$ cat src/rtl/assert_macros.svh
`ifndef ASSERT_MACROS_SVH
`define ASSERT_MACROS_SVH

// checked on every rising edge once reset has been released
`define SPTQ_ASSERT(lbl, prop, msg) \
  lbl: assert property (@(posedge clk_i) disable iff (!rst_ni) prop) else $error(msg);

// checked on every rising edge, reset included
`define SPTQ_ASSERT_ALWAYS(lbl, prop, msg) \
  lbl: assert property (@(posedge clk_i) prop) else $error(msg);

`endif

$ cat src/rtl/sptq_pkg.sv
`default_nettype none

package sptq_pkg;

  // table geometry
  localparam int MAX_PHASES    = 16;
  localparam int DURATION_BITS = 12;
  localparam int IDX_W         = $clog2(MAX_PHASES);
  localparam int PHASE_W       = $clog2(MAX_PHASES + 1);

  // field widths
  localparam int CFG_W  = 5;
  localparam int EIDX_W = 4;
  localparam int DUR_W  = 12;
  localparam int CUR_W  = 5;
  localparam int SUM_W  = 17;
  localparam int TOT_W  = 16;

  // accumulator wide enough for two full walks plus the time left
  localparam int ACC_W  = DURATION_BITS + IDX_W + 2;

  localparam logic [ACC_W-1:0] SUM_MAX = ACC_W'((64'd1 << SUM_W) - 64'd1);
  localparam logic [ACC_W-1:0] TOT_MAX = ACC_W'((64'd1 << TOT_W) - 64'd1);

  // request codes
  localparam logic REQ_WRITE = 1'b0;
  localparam logic REQ_QUERY = 1'b1;

  typedef struct packed {
    logic                     green;
    logic [DURATION_BITS-1:0] dur;
  } entry_t;

  typedef enum logic [2:0] {
    ST_IDLE,
    ST_TOT,
    ST_W1,
    ST_W2,
    ST_DONE
  } state_e;

  // circular successor within the active plan
  function automatic logic [IDX_W-1:0] next_idx(input logic [IDX_W-1:0] i,
                                                input logic [PHASE_W-1:0] n);
    logic [PHASE_W-1:0] s;
    s = PHASE_W'(i) + PHASE_W'(1);
    return (s >= n) ? '0 : IDX_W'(s);
  endfunction

  function automatic logic [ACC_W-1:0] sat(input logic [ACC_W-1:0] v,
                                           input logic [ACC_W-1:0] lim);
    return (v > lim) ? lim : v;
  endfunction

endpackage

`default_nettype wire

$ cat src/rtl/signal_phase_time_query_unit.sv
`default_nettype none
// Phase timing query unit. An item is taken when start_i is high and busy_o is low;
// req_type_i low stores one phase entry (duration and green flag) in the phase
// table, req_type_i high asks for the red and green times around the running
// phase. Every item gives exactly one result, shown for a single cycle with
// result_valid_o high; there is no back-pressure, so the receiver must take it
// then. Writes and rejected queries (empty plan or phase number out of range,
// bad_query_o set) answer in the cycle after the item is taken and leave busy_o
// low, so items may follow back to back. A valid query keeps busy_o high while the
// single read port of the phase table is swept: once for the total green sum over
// the active phases, then for the run of the current colour, and, when green, for
// the red run after it; a last state then forms the answer. The num_phases register
// is written through cfg_we_i / cfg_data_i; the user must write it only while idle,
// as the block itself does not enforce this.
`include "assert_macros.svh"

module signal_phase_time_query_unit (
  input  wire                           clk_i,
  input  wire                           rst_ni,
  // configuration
  input  wire                           cfg_we_i,
  input  wire  [sptq_pkg::CFG_W-1:0]    cfg_data_i,
  // item
  input  wire                           start_i,
  output logic                          busy_o,
  input  wire                           req_type_i,
  input  wire  [sptq_pkg::EIDX_W-1:0]   entry_index_i,
  input  wire  [sptq_pkg::DUR_W-1:0]    entry_duration_i,
  input  wire                           entry_green_i,
  input  wire  [sptq_pkg::CUR_W-1:0]    current_phase_i,
  input  wire                           current_green_i,
  input  wire  [sptq_pkg::DUR_W-1:0]    time_left_i,
  // result
  output logic                          result_valid_o,
  output logic [sptq_pkg::SUM_W-1:0]    remaining_red_o,
  output logic [sptq_pkg::SUM_W-1:0]    next_red_o,
  output logic [sptq_pkg::SUM_W-1:0]    remaining_green_o,
  output logic [sptq_pkg::TOT_W-1:0]    total_green_o,
  output logic                          bad_query_o
);

  import sptq_pkg::*;

  // phase table: one synchronous memory, one read and one write per cycle
  entry_t mem [MAX_PHASES];
  entry_t rdata_q;

  state_e state_q, state_d;

  logic [CFG_W-1:0]   num_phases_q;
  logic [PHASE_W-1:0] n_eff;

  // query context held for the whole sweep
  logic               qgreen_q, qgreen_d;
  logic [DUR_W-1:0]   tl_q, tl_d;
  logic [IDX_W-1:0]   start_q, start_d;

  // read sequencer: address issued now, index of the data returning now
  logic [IDX_W-1:0]   addr_q, addr_d;
  logic [IDX_W-1:0]   didx_q;
  logic               dv_q, dv_d;
  logic [PHASE_W-1:0] cnt_q, cnt_d;

  logic [ACC_W-1:0]   tot_q, tot_d;
  logic [ACC_W-1:0]   run1_q, run1_d;
  logic [ACC_W-1:0]   run2_q, run2_d;

  // result register
  logic               rvalid_q, rvalid_d;
  logic [SUM_W-1:0]   rr_q, rr_d, nr_q, nr_d, rg_q, rg_d;
  logic [TOT_W-1:0]   tg_q, tg_d;
  logic               bad_q, bad_d;

  logic               accept, is_query, q_bad;
  logic               last, want, match, walk_end;
  logic [IDX_W-1:0]   stop_idx;
  logic [ACC_W-1:0]   rsum;

  // effective phase count, saturated to the table depth
  assign n_eff = (PHASE_W'(num_phases_q) > PHASE_W'(MAX_PHASES)) ?
                 PHASE_W'(MAX_PHASES) : PHASE_W'(num_phases_q);

  assign accept   = start_i && (state_q == ST_IDLE);
  assign is_query = (req_type_i == REQ_QUERY);
  assign q_bad    = (n_eff == '0) || (current_phase_i == '0) ||
                    (PHASE_W'(current_phase_i) > n_eff);

  // walk bookkeeping on the data returning this cycle
  assign last     = (cnt_q + PHASE_W'(1)) == n_eff;
  assign want     = (state_q == ST_W1) ? qgreen_q : 1'b0;
  assign match    = (rdata_q.green == want);
  assign walk_end = dv_q && (!match || last);
  // a mismatch stops on that entry, a full lap stops one past the last visited
  assign stop_idx = match ? next_idx(didx_q, n_eff) : didx_q;

  // --------------------------------------------------------------------------
  // configuration register
  always_ff @(posedge clk_i or negedge rst_ni) begin
    if (!rst_ni) begin
      num_phases_q <= '0;
    end else if (cfg_we_i) begin
      num_phases_q <= cfg_data_i;
    end
  end

  // --------------------------------------------------------------------------
  // phase table; writes happen only when idle, so a sweep never meets a write
  always_ff @(posedge clk_i) begin
    if (accept && !is_query) begin
      mem[IDX_W'(entry_index_i)] <= '{green: entry_green_i,
                                     dur: DURATION_BITS'(entry_duration_i)};
    end
    rdata_q <= mem[addr_q];
  end

  // --------------------------------------------------------------------------
  // next state
  always_comb begin
    state_d = state_q;
    unique case (state_q)
      ST_IDLE: begin
        if (accept && is_query && !q_bad) begin
          state_d = ST_TOT;
        end
      end
      ST_TOT: begin
        if (dv_q && last) begin
          state_d = ST_W1;
        end
      end
      ST_W1: begin
        if (walk_end) begin
          state_d = qgreen_q ? ST_W2 : ST_DONE;
        end
      end
      ST_W2: begin
        if (walk_end) begin
          state_d = ST_DONE;
        end
      end
      ST_DONE: begin
        state_d = ST_IDLE;
      end
      default: begin
        state_d = ST_IDLE;
      end
    endcase
  end

  // --------------------------------------------------------------------------
  // datapath and outputs
  always_comb begin
    qgreen_d = qgreen_q;
    tl_d     = tl_q;
    start_d  = start_q;
    // reads step round the active plan, wrapping at its end
    addr_d   = next_idx(addr_q, n_eff);
    dv_d     = 1'b1;
    cnt_d    = cnt_q;
    tot_d    = tot_q;
    run1_d   = run1_q;
    run2_d   = run2_q;
    rvalid_d = 1'b0;
    rr_d     = rr_q;
    nr_d     = nr_q;
    rg_d     = rg_q;
    tg_d     = tg_q;
    bad_d    = bad_q;
    rsum     = run1_q + ACC_W'(tl_q);

    unique case (state_q)
      ST_IDLE: begin
        addr_d = '0;
        dv_d   = 1'b0;
        cnt_d  = '0;
        tot_d  = '0;
        if (accept) begin
          qgreen_d = current_green_i;
          tl_d     = time_left_i;
          // phase after the current one, wrapping at the plan end
          start_d  = (PHASE_W'(current_phase_i) == n_eff) ? '0 : IDX_W'(current_phase_i);
          if (!is_query || q_bad) begin
            // writes and rejected queries answer straight from idle, with no sweep
            rvalid_d = 1'b1;
            rr_d     = '0;
            nr_d     = '0;
            rg_d     = '0;
            tg_d     = '0;
            bad_d    = is_query;
          end
        end
      end
      ST_TOT: begin
        if (dv_q) begin
          if (rdata_q.green) begin
            tot_d = tot_q + ACC_W'(rdata_q.dur);
          end
          cnt_d = cnt_q + PHASE_W'(1);
          if (last) begin
            addr_d = start_q;
            dv_d   = 1'b0;
            cnt_d  = '0;
            run1_d = '0;
          end
        end
      end
      ST_W1: begin
        if (dv_q) begin
          if (match) begin
            run1_d = run1_q + ACC_W'(rdata_q.dur);
          end
          cnt_d = cnt_q + PHASE_W'(1);
          if (walk_end) begin
            addr_d = stop_idx;
            dv_d   = 1'b0;
            cnt_d  = '0;
            run2_d = '0;
          end
        end
      end
      ST_W2: begin
        if (dv_q) begin
          if (match) begin
            run2_d = run2_q + ACC_W'(rdata_q.dur);
          end
          cnt_d = cnt_q + PHASE_W'(1);
          if (walk_end) begin
            dv_d = 1'b0;
          end
        end
      end
      ST_DONE: begin
        dv_d     = 1'b0;
        rvalid_d = 1'b1;
        bad_d    = 1'b0;
        rr_d     = qgreen_q ? '0 : SUM_W'(sat(rsum, SUM_MAX));
        rg_d     = qgreen_q ? SUM_W'(sat(rsum, SUM_MAX)) : '0;
        nr_d     = qgreen_q ? SUM_W'(sat(run2_q, SUM_MAX)) : '0;
        tg_d     = TOT_W'(sat(tot_q, TOT_MAX));
      end
      default: begin
        dv_d = 1'b0;
      end
    endcase
  end

  // --------------------------------------------------------------------------
  // control registers
  always_ff @(posedge clk_i or negedge rst_ni) begin
    if (!rst_ni) begin
      state_q  <= ST_IDLE;
      dv_q     <= 1'b0;
      rvalid_q <= 1'b0;
    end else begin
      state_q  <= state_d;
      dv_q     <= dv_d;
      rvalid_q <= rvalid_d;
    end
  end

  // payload registers
  always_ff @(posedge clk_i) begin
    qgreen_q <= qgreen_d;
    tl_q     <= tl_d;
    start_q  <= start_d;
    addr_q   <= addr_d;
    didx_q   <= addr_q;
    cnt_q    <= cnt_d;
    tot_q    <= tot_d;
    run1_q   <= run1_d;
    run2_q   <= run2_d;
    rr_q     <= rr_d;
    nr_q     <= nr_d;
    rg_q     <= rg_d;
    tg_q     <= tg_d;
    bad_q    <= bad_d;
  end

  assign busy_o            = (state_q != ST_IDLE);
  assign result_valid_o    = rvalid_q;
  assign remaining_red_o   = rr_q;
  assign next_red_o        = nr_q;
  assign remaining_green_o = rg_q;
  assign total_green_o     = tg_q;
  assign bad_query_o       = bad_q;

  // --------------------------------------------------------------------------
  // assertions
  `SPTQ_ASSERT(a_write_answers, start_i && !busy_o && (req_type_i == REQ_WRITE) |=> result_valid_o && !busy_o && !bad_query_o, "write item did not answer next cycle")
  `SPTQ_ASSERT(a_empty_rejected, start_i && !busy_o && (req_type_i == REQ_QUERY) && (num_phases_q == '0) |=> result_valid_o && bad_query_o, "query on empty plan not rejected")
  `SPTQ_ASSERT(a_no_result_busy, busy_o |-> !result_valid_o, "result strobe while sweeping")
  `SPTQ_ASSERT(a_done_answers, (state_q == ST_DONE) |=> result_valid_o && !busy_o && !bad_query_o, "sweep end without result")
  `SPTQ_ASSERT_ALWAYS(a_reset_quiet, !rst_ni |=> !result_valid_o && !busy_o, "activity during reset")

endmodule

`default_nettype wire
$ cat config.mk
export PLATFORM = sky130hd
export DESIGN_NAME = signal_phase_time_query_unit
export DESIGN_NICKNAME = d
export VERILOG_FILES = /design/src/rtl/sptq_pkg.sv /design/src/rtl/signal_phase_time_query_unit.sv
export VERILOG_INCLUDE_DIRS = /design/src /design/src/rtl
export SDC_FILE = /design/constraint.sdc
export NUM_CORES = 1
export LEC_CHECK = 0
export BUFFER_PORTS_ARGS = -buffer_cell sky130_fd_sc_hd__buf_2
export CORE_MARGIN = 2
export CORE_UTILIZATION = 50
export CTS_CLUSTER_SIZE = 14
export DETAILED_ROUTE_END_ITERATION = 8
export PLACE_DENSITY = 0.73
export SYNTH_ARGS = -nofsm -noshare
export SYNTH_HDL_FRONTEND = slang
export SYNTH_SLANG_ARGS = --single-unit
$ cat constraint.sdc
create_clock -name clk_i -period 16.5 [get_ports clk_i]
set_input_delay 1.65 -clock clk_i [delete_from_list [all_inputs] [get_ports clk_i]]
set_output_delay 1.65 -clock clk_i [all_outputs]
set_load 0.05 [all_outputs]
# --- After elaboration in Yosys (flattened, before gate mapping) ---
# Memories as Yosys holds them, arrays and structs flattened. A register that Yosys moved wholly into a read port is not among the register bits.
# Index checks and enable logic that the tools add are counted.
classes:
  shifts: 0
  div_mod_pow: 0
  mul: 0
  eq_ne: 20
  order_cmp: 7
  n_reduce_logical: 30
  n_mux: 62
  add_sub_neg: 7
  n_bitwise: 0
ops:
  columns: ["operator", "n"]
  rows:
  - ["$mux 18", 10]
  - ["$mux 17", 7]
  - ["$pmux 18 s2", 3]
  - ["$pmux 17 s2", 3]
  - ["$add 18x12->18", 4]
  - ["$mux 16", 3]
  - ["$gt 18x17->1 const B", 2]
  - ["$pmux 16 s2", 1]
  - ["$mux 5", 6]
  - ["$mux 4", 7]
  - ["$ne 2x2->1 const B", 11]
  - ["$pmux 5 s4", 1]
  - ["$gt 18x16->1 const B", 1]
  - ["$mux 3", 5]
  - ["$pmux 3 s4", 1]
  - ["$pmux 4 s3", 1]
  - ["$mux 1", 11]
  - ["$add 4x1->5 const B", 2]
  - ["$eq 5x5->1", 2]
  - ["$ge 5x5->1", 2]
  - ["$logic_not 5->1", 2]
  - ["$reduce_and 5->1", 2]
  - ["$reduce_and 4->1", 2]
  - ["$reduce_bool 2->1", 4]
  - ["18 further kinds", 33]
word_totals:
  wordCells: 145
  out_inout_bits: 70
  ram_bits: 208
  register_bits: 162
  memories: 1
  input_bits: 45
  rom_bits: 0
  latchBits: 0
memory_table:
  columns: ["name", "words", "word_bits", "read_ports", "rd_ports_with_merged_regs", "write_ports", "line_no", "source"]
  rows:
  - ["mem", 16, 13, 1, 1, 1, "signal_phase_time_query_unit.sv:45", "entry_t mem [MAX_PHASES];"]

# --- Depth between registers and ports, before layout ---
# Gate-level depths: netlist of run 1.
depth:
  word_depth: 9
  ltp_mapped: 12
  ltp_nobuf: 10

# --- Worst setup path before layout of run 1 ---
# Ideal clock, no wire load.
synth_timing:
  kind: "input-to-reg"
  from: "in current_phase_i[0] (netlist name)"
  to: "reg bad_q (netlist: bad_query_o) (enable)"
  setup_ns: 0.578
  path_stages: 8
  setup_slack_ns: 8.772
  required_time_ns: 15.922
  arrival_ns: 7.150
  path_buffers: 0
  path_cell_list: "inv_1 > ha_1 > and4_1 > o21ai_0 > o21ai_0 > nand4b_1 > a21oi_1 > nor3_1"
synth_via:
  elab_chain_cells: 6
  word_cells_on_any_way: 7
  classes_between: "order compare: 1; eq/ne: 1; reduce/logical: 5"
synth_lines:
  columns: ["item", "line_no", "source"]
  rows:
  - ["start, declared", "signal_phase_time_query_unit.sv:30", "input wire [sptq_pkg::CUR_W-1:0] current_phase_i,"]
  - ["parallel branches: the longest is 2 deep, another holds $gt 5x5->1", null, null]
  - ["$logic_or 1x1->1 *", "signal_phase_time_query_unit.sv:85", "assign q_bad = (n_eff == '0) || (current_phase_i == '0) ||"]
  - ["$logic_or 1x1->1 *", "signal_phase_time_query_unit.sv:182", "if (!is_query || q_bad) begin"]
  - ["$ne 2x1->1 (no source line) *", null, null]
  - ["$reduce_and 3->1 (no source line) *", null, null]
  - ["end signal, assigned", "signal_phase_time_query_unit.sv:276", "bad_q <= bad_d;"]
  - ["end, declared", "signal_phase_time_query_unit.sv:72", "logic bad_q, bad_d;"]
# Every way passes the cells marked *.
# A chain may end at the register's enable or synchronous reset.

# --- Final worst setup path of run 1 ---
layout_timing:
  from: "in start_i"
  to: "mem mem[5][5] (netlist name) (enable)"
layout_via:
  elab_chain_cells: 4
layout_lines:
  columns: ["item", "line_no", "source"]
  rows:
  - ["start, declared", "signal_phase_time_query_unit.sv:24", "input wire start_i,"]
  - ["$logic_and 1x1->1", "signal_phase_time_query_unit.sv:83", "assign accept = start_i && (state_q == ST_IDLE);"]
  - ["$logic_and 1x1->1", "signal_phase_time_query_unit.sv:109", "if (accept && !is_query) begin"]
  - ["$mux 1", "signal_phase_time_query_unit.sv:109", null]
  - ["$mux 1 (implied by the code)", "signal_phase_time_query_unit.sv:110", "mem[IDX_W'(entry_index_i)] <= '{green: entry_green_i,"]
  - ["end, declared", "signal_phase_time_query_unit.sv:45", null]
# Every way passes these cells.

==> results of run 1 <==
[sequential cells by signal, summed over array words and instances, names as in the netlist, 16 cells and up]
register / flops
mem: 208
run1_q: 18
run2_q: 18
tot_q: 18
next_red_o: 17
remaining_green_o: 17
remaining_red_o: 17
total_green_o: 16
[Yosys cell counts (16+ instances only)]
cell	count
nor2b_1	21
a21oi_1	68
clkbuf_1	28
edfxtp_1	352
xor2_1	32
nand2b_1	19
nand2_1	46
inv_1	29
ha_1	64
nor3_1	29
o21ai_0	34
dfxtp_1	21
nand3_1	20
o21a_1	25
mux4_2	65
xnor2_1	16
nor2_1	119
[cell usage in the layout (no fill, tap or decap), types with 8 or more instances in the layout]
cell and instances:
o21a_1 25, clkbuf_1 9, o21ai_0 34, and2_1 10
xor2_1 32, nand3_1 20, nor2b_1 21, nor2_1 119
clkbuf_16 43, buf_2 114, a21oi_1 68, nand2b_1 19
xnor2_1 16, nand2_1 46, a211oi_1 12, and3_1 10
dfxtp_1 19, dfrtp_1 10, ha_1 64, mux4_2 65
edfxtp_1 352, a21o_1 15, nor3_1 24, or3_1 8
inv_1 29
[power by group]
part	total (uW)	leakage, uW	internal (uW)	switching [uW]
combinational	933	0.00285	344	589
sequential	1280	0.00360	1190	89.1
clock	863	0.000621	499	365
total	3080	0.00707	2030	1040
[worst register-to-register path: cells and delay by family (launching register included)]
family | cells | cell delay (ns)
and+or+nand+nor | 3 | 1.99
DFF | 1 | 0.63
AOI/OAI and AO/OA | 1 | 0.47
[final cells by class]
cell class,count,area [um2]
Clock buffer,53,1120
Fill cell,2662,14800
Inverter,29,109
Tap cell,455,569
Antenna cell,1,2.50
Multi-Input combinational cell,733,6050
Clock inverter,20,145
Timing Repair Buffer,121,623
Sequential cell,383,11200
[worst max path at each step]
stage                             from                         to  slack, ns  cells after the start
finish                         start_i        mem[5][5]$_DFFE_PP_      12.95                      5
global route                   start_i        mem[5][6]$_DFFE_PP_      12.80                      5
CTS                            start_i        mem[5][6]$_DFFE_PP_      12.91                      5
global placement               start_i        mem[5][4]$_DFFE_PP_      12.47                      5
detailed placement             start_i        mem[5][4]$_DFFE_PP_      12.36                      5
floorplan           current_phase_i[0]  bad_query_o$_SDFFCE_PP0P_       8.77                      8
[routing by layer]
layer | up-vias | global-route usage (%) | share of wire (%)
met5 | - | 0 | 0
met4 | 0 | 5.18 | 1.8
met3 | 44 | 3.34 | 6.6
met2 | 361 | 34.4 | 49
met1 | 5178 | 27.9 | 42
li1 | 4870 | - | -
[per-stage QoR]
stage / instance area (um2) / hold WS [ns]
2_1_floorplan: 17600 / 0.326
3_3_place_gp: 18600 / 0.506
3_5_place_dp: 18600 / 0.507
4_1_cts: 19900 / 0.522
5_1_grt: 19900 / 0.543
6_report: 19900 / 0.517
[logic make-up (layout without fill, tap and decap cells)]
family | count (synthesis) | count (layout) | synth area share, %
xor+xnor | 49 | 49 | 2.55
simple gates | 320 | 320 | 9.09
mux | 73 | 73 | 8.86
compound gates | 222 | 222 | 8.64
fa+ha+maj | 69 | 69 | 5.06
other cells | 0 | 1 | 0
buf+inv | 75 | 223 | 1.92
flops | 383 | 383 | 63.9
==> results_dict.tcl, run 1 <==
set metrics [dict create \
    synthTopCellsByArea "edfxtp_1, mux4_2, ha_1" \
    fin_crit_sh_pct 21.5 \
    ys_async_sr_fraction_pct 2.61 \
    cap_violations 0 \
    synthCells 1191 \
    cts_resized 0 \
    min-delay-start "start_q[2]$_SDFFCE_PP0P_" \
    ys_ff_latch 383 \
    netlist_area_um2 17600 \
    r2r_cells 4 \
    nets 1421 \
    syn_area_per_cell_um2 14.8 \
    maxSlewViolCount 0 \
    antenna_found_initial 1 \
    max_freq_mhz 282 \
    clockBufferDepth 3 \
    vias_per_cell 5.82 \
    synth.top_cell.area_share_pct 60.1 \
    tns_ns 0 \
    cts_tree "built" \
    crit_path_end_kind "register" \
    ir_worst_vdd_mv 0.119 \
    synth-edff-count 352 \
    hold_viol 0 \
    drcViolationCount 0 \
    die_area_um2 36700 \
    ys_warn_count 0 \
    ant_nets 0 \
    cts_htree_levels 2 \
    cpMaxStageDelayCell "nor2_1" \
    place_worst_setup_slack_ns 12.36 \
    critical_path_buf_inv_count 2 \
    grt_pass1_vias 10200 \
    dp.cells 1721 \
    die_y_um 192 \
    cts_hold_repair.buffers 0 \
    grt_pass1_wl_mm 57.1 \
    yosysTopAreaCell "edfxtp_1" \
    grt_overflow 0 \
    yosysUniqueCellTypes 78 \
    firstDrtPassIters 5 \
    grt_use_total_pct 20.4 \
    max_stage_delay_ns 1.00 \
    clock-root-buffer "clkbuf_16" \
    worst_pin_slew_ns 1.21 \
    drtIter0Drc 744 \
    die_w_um 192 \
    syn_to_final_growth_pct 12.9 \
    start_util_pct 50.8 \
    status "complete, no violations" \
    numClockSinks 383 \
    num_rows 68 \
    fin_cells 1795 \
    p_per_area_nw_per_um2 155 \
    fin_util_pct 57.4 \
    r2r_end "remaining_green_o[1]$_SDFFCE_PN0P_" \
    hold_depth 2 \
    gp_congestion 0.846 \
    clk_transition_reported_paths_ns 0.06 \
    whs_endpoint "addr_q[2]$_DFF_P_" \
    ff2ff_setup_slack_ns 13.21 \
    synth_top_flop_cell "edfxtp_1" \
    wl_mm 37.0 \
    finalPower_uw 3080 \
    wl_per_cell_um 20.6 \
    crit_chain "buf_2, inv_1, nor3_1, nand3b_1, nor2_1" \
    critPathTopFamily "simple AND/OR/NAND/NOR gates" \
    finClkSkew_ns 0.0149 \
    worstReg2RegStart "state_q[0]$_DFFE_PN0P_" \
    fin_ws_ns 12.95 \
    min_period_ns 3.55 \
    core-area_um2 34600 \
    max_slew_margin_pct 18.8 \
    vias 10500 \
    cp.required_ns 16.64 \
    hold_path_class "register to register" \
    leakagePower_uw 0.00707 \
    finalSetupViolCount 0 \
    rsz0062_at_grt "false" \
    clock_latency_ns 0.54 \
    post_cts_buffers 0 \
    arrival_ns 3.69 \
    critPathLaunchType "input pin" \
    ios 115 \
    grt_max_degree 69 \
    syn_nets 1304 \
    dp_hpwl_mm 24.9 \
    drive_gt1_share_pct 21.1 \
    synth_seq_area_share_pct 63.9 \
    criticalPathCategory "input pin to register" \
    cts_made_buffers 40 \
    crit_fanout 13 \
    port_buffers 114 \
]
Note: power is estimated with default switching activity, not from simulation.
==> inputs of run 2 (changes only) <==
Clock period 16.5 ns to 3.7 ns, I/O delays scaled along.
==> run 2 against run 1 <==
Utilization increased by 0.75 points. Critical path depth increased by 3. Sequential power increased to 4.4 times the previous value. Die area unchanged. Routed wire length decreased by 0.70%. Non-clock buffer count increased by 25. Largest power group unchanged. Flip-flop and latch count unchanged. Clock power increased to 4.7 times the previous value. Register-to-register slack got worse by 13 ns. Combinational power increased to 4.5 times the previous value. Clock skew increased by 0.0040 ns.
==> results_dict.tcl, run 2 (same netlist as run 1, synthesis figures left out) <==
set metrics [dict create \
    status "complete, no violations" \
    tns_ns 0 \
    grt_pass1_vias 10300 \
    arrival_ns 3.25 \
    max_slew_margin_pct 46.9 \
    numClockSinks 383 \
    grt_max_degree 69 \
    port_buffers 114 \
    die_w_um 192 \
    hold_viol 0 \
    grt_overflow 0 \
    regMostFlops "mem" \
    worst_pin_slew_ns 0.796 \
    finClkSkew_ns 0.0189 \
    syn_to_final_growth_pct 14.4 \
    drive_gt1_share_pct 22.2 \
    wl_mm 36.7 \
    max_freq_mhz 332 \
    start_util_pct 50.8 \
    largest_register_ffs 208 \
    drtIter0Drc 825 \
    maxSlewViolCount 0 \
    crit_fanout 28 \
    grt_pass1_wl_mm 57.1 \
    dp_hpwl_mm 24.4 \
    ant_nets 0 \
    num_rows 68 \
    crit_path_end_kind "register" \
    ff2ff_setup_slack_ns 0.69 \
    firstDrtPassIters 6 \
    vias_per_cell 5.82 \
    drcViolationCount 0 \
    cap_violations 0 \
    cts_made_buffers 41 \
    cp.required_ns 3.94 \
    fin_crit_sh_pct 81.3 \
    ir_worst_vdd_mv 0.475 \
    final_cell_mix "edfxtp_1, nor2_1, buf_2" \
    rsz0062_at_grt "false" \
    min_period_ns 3.01 \
    cts_resized 0 \
    clk_transition_reported_paths_ns 0.06 \
    hold_path_class "input pin to register" \
    clockBufferDepth 3 \
    whs_ns 0.0273 \
    die_area_um2 36700 \
    ios 115 \
    post_cts_buffers 0 \
    leakagePower_uw 0.00722 \
    cts_tree "built" \
    antenna_found_initial 1 \
    cts_htree_levels 2 \
    core-area_um2 34600 \
    die_y_um 192 \
    clock_latency_ns 0.54 \
    wl_per_cell_um 20.2 \
    cts_hold_repair.buffers 2 \
    nets 1447 \
    vias 10600 \
    p_per_area_nw_per_um2 691 \
    critPathLaunchType "register" \
    grt_use_total_pct 20.2 \
    finalSetupViolCount 0 \
    criticalPathCategory "register to register" \
    fill_cells 2634 \
    gp_congestion 0.825 \
    layout_commonest_cell "edfxtp_1" \
    clock-root-buffer "clkbuf_16" \
]
## run 2: cell types whose count changed in the layout (fill, tap and decap cells not counted), sizes merged
cell | previous run | this run
buf | 121 | 144
clkbuf | 53 | 55
inv | 32 | 31
dlygate4sd3 | 0 | 2
bufinv | 1 | 5
clkinv | 15 | 9
## run 2: critical path: stages (launching register included)
cell and delay, ns:
edfxtp_1 0.42, ha_1 0.39, nand4_1 0.20, nor4_2 0.44, o31ai_4 0.13, a21boi_4 0.26, o21ai_4 0.09, xor2_4 0.59
a21oi_1 0.19
## run 2: stage by stage
| stage | utilization (%) | worst slack (ns) | instance area, um2 | std cells | power (uW) |
|---|---|---|---|---|---|
| CTS | 58.1 | 0.690 | 20100 | 1818 | 14000 |
| global route | 58.1 | 0.489 | 20100 | 1819 | 14600 |
| detailed placement | 54.3 | 0.719 | 18800 | 1744 | 9940 |
| global placement | 54.3 | 0.850 | 18800 | 1744 | 9820 |
| finish | 58.1 | 0.690 | 20100 | 1819 | 13900 |
| floorplan | - | 0.0789 | 17600 | 1191 | 8900 |
## run 2: cell type report
cell class,instances,area [um2],area share [%]
multi-input combinational,733,6060,30.1
clock inverter,17,238,1.18
tap,455,569,2.83
timing repair buffer,146,828,4.11
sequential,383,11200,55.9
antenna,1,2.50,0.0124
inverter,29,109,0.541
clock buffer,55,1080,5.36
## run 2: where the power goes
| part | switching (uW) | internal, uW | total [uW] |
|---|---|---|---|
| clock | 1620 | 2410 | 4020 |
| combinational | 2630 | 1560 | 4180 |
| sequential | 382 | 5310 | 5690 |
| total | 4620 | 9270 | 13900 |
## run 2: final timing paths
path	start	endpoint	depth (start not counted)
min reg2reg	start_q[3]$_SDFFCE_PP0P_	addr_q[3]$_DFF_P_	2
min	time_left_i[4]	tl_q[4]$_DFFE_PP_	1
min in group asynchronous	rst_ni	num_phases_q[1]$_DFFE_PN0P_	2
max reg2reg	run1_q[6]$_SDFFCE_PN0P_	remaining_green_o[9]$_SDFFCE_PN0P_	8
max	run1_q[6]$_SDFFCE_PN0P_	remaining_green_o[9]$_SDFFCE_PN0P_	8
max in group asynchronous	rst_ni	state_q[1]$_DFFE_PN0P_	2
## run 2: layer usage
layer	GRT usage (%)	part of all wire, %	vias to the layer above
met4	6.45	2.7	0
met5	0	0	-
met1	28.3	44	5239
met3	2.72	5.7	73
met2	33.1	48	360
li1	-	-	4911
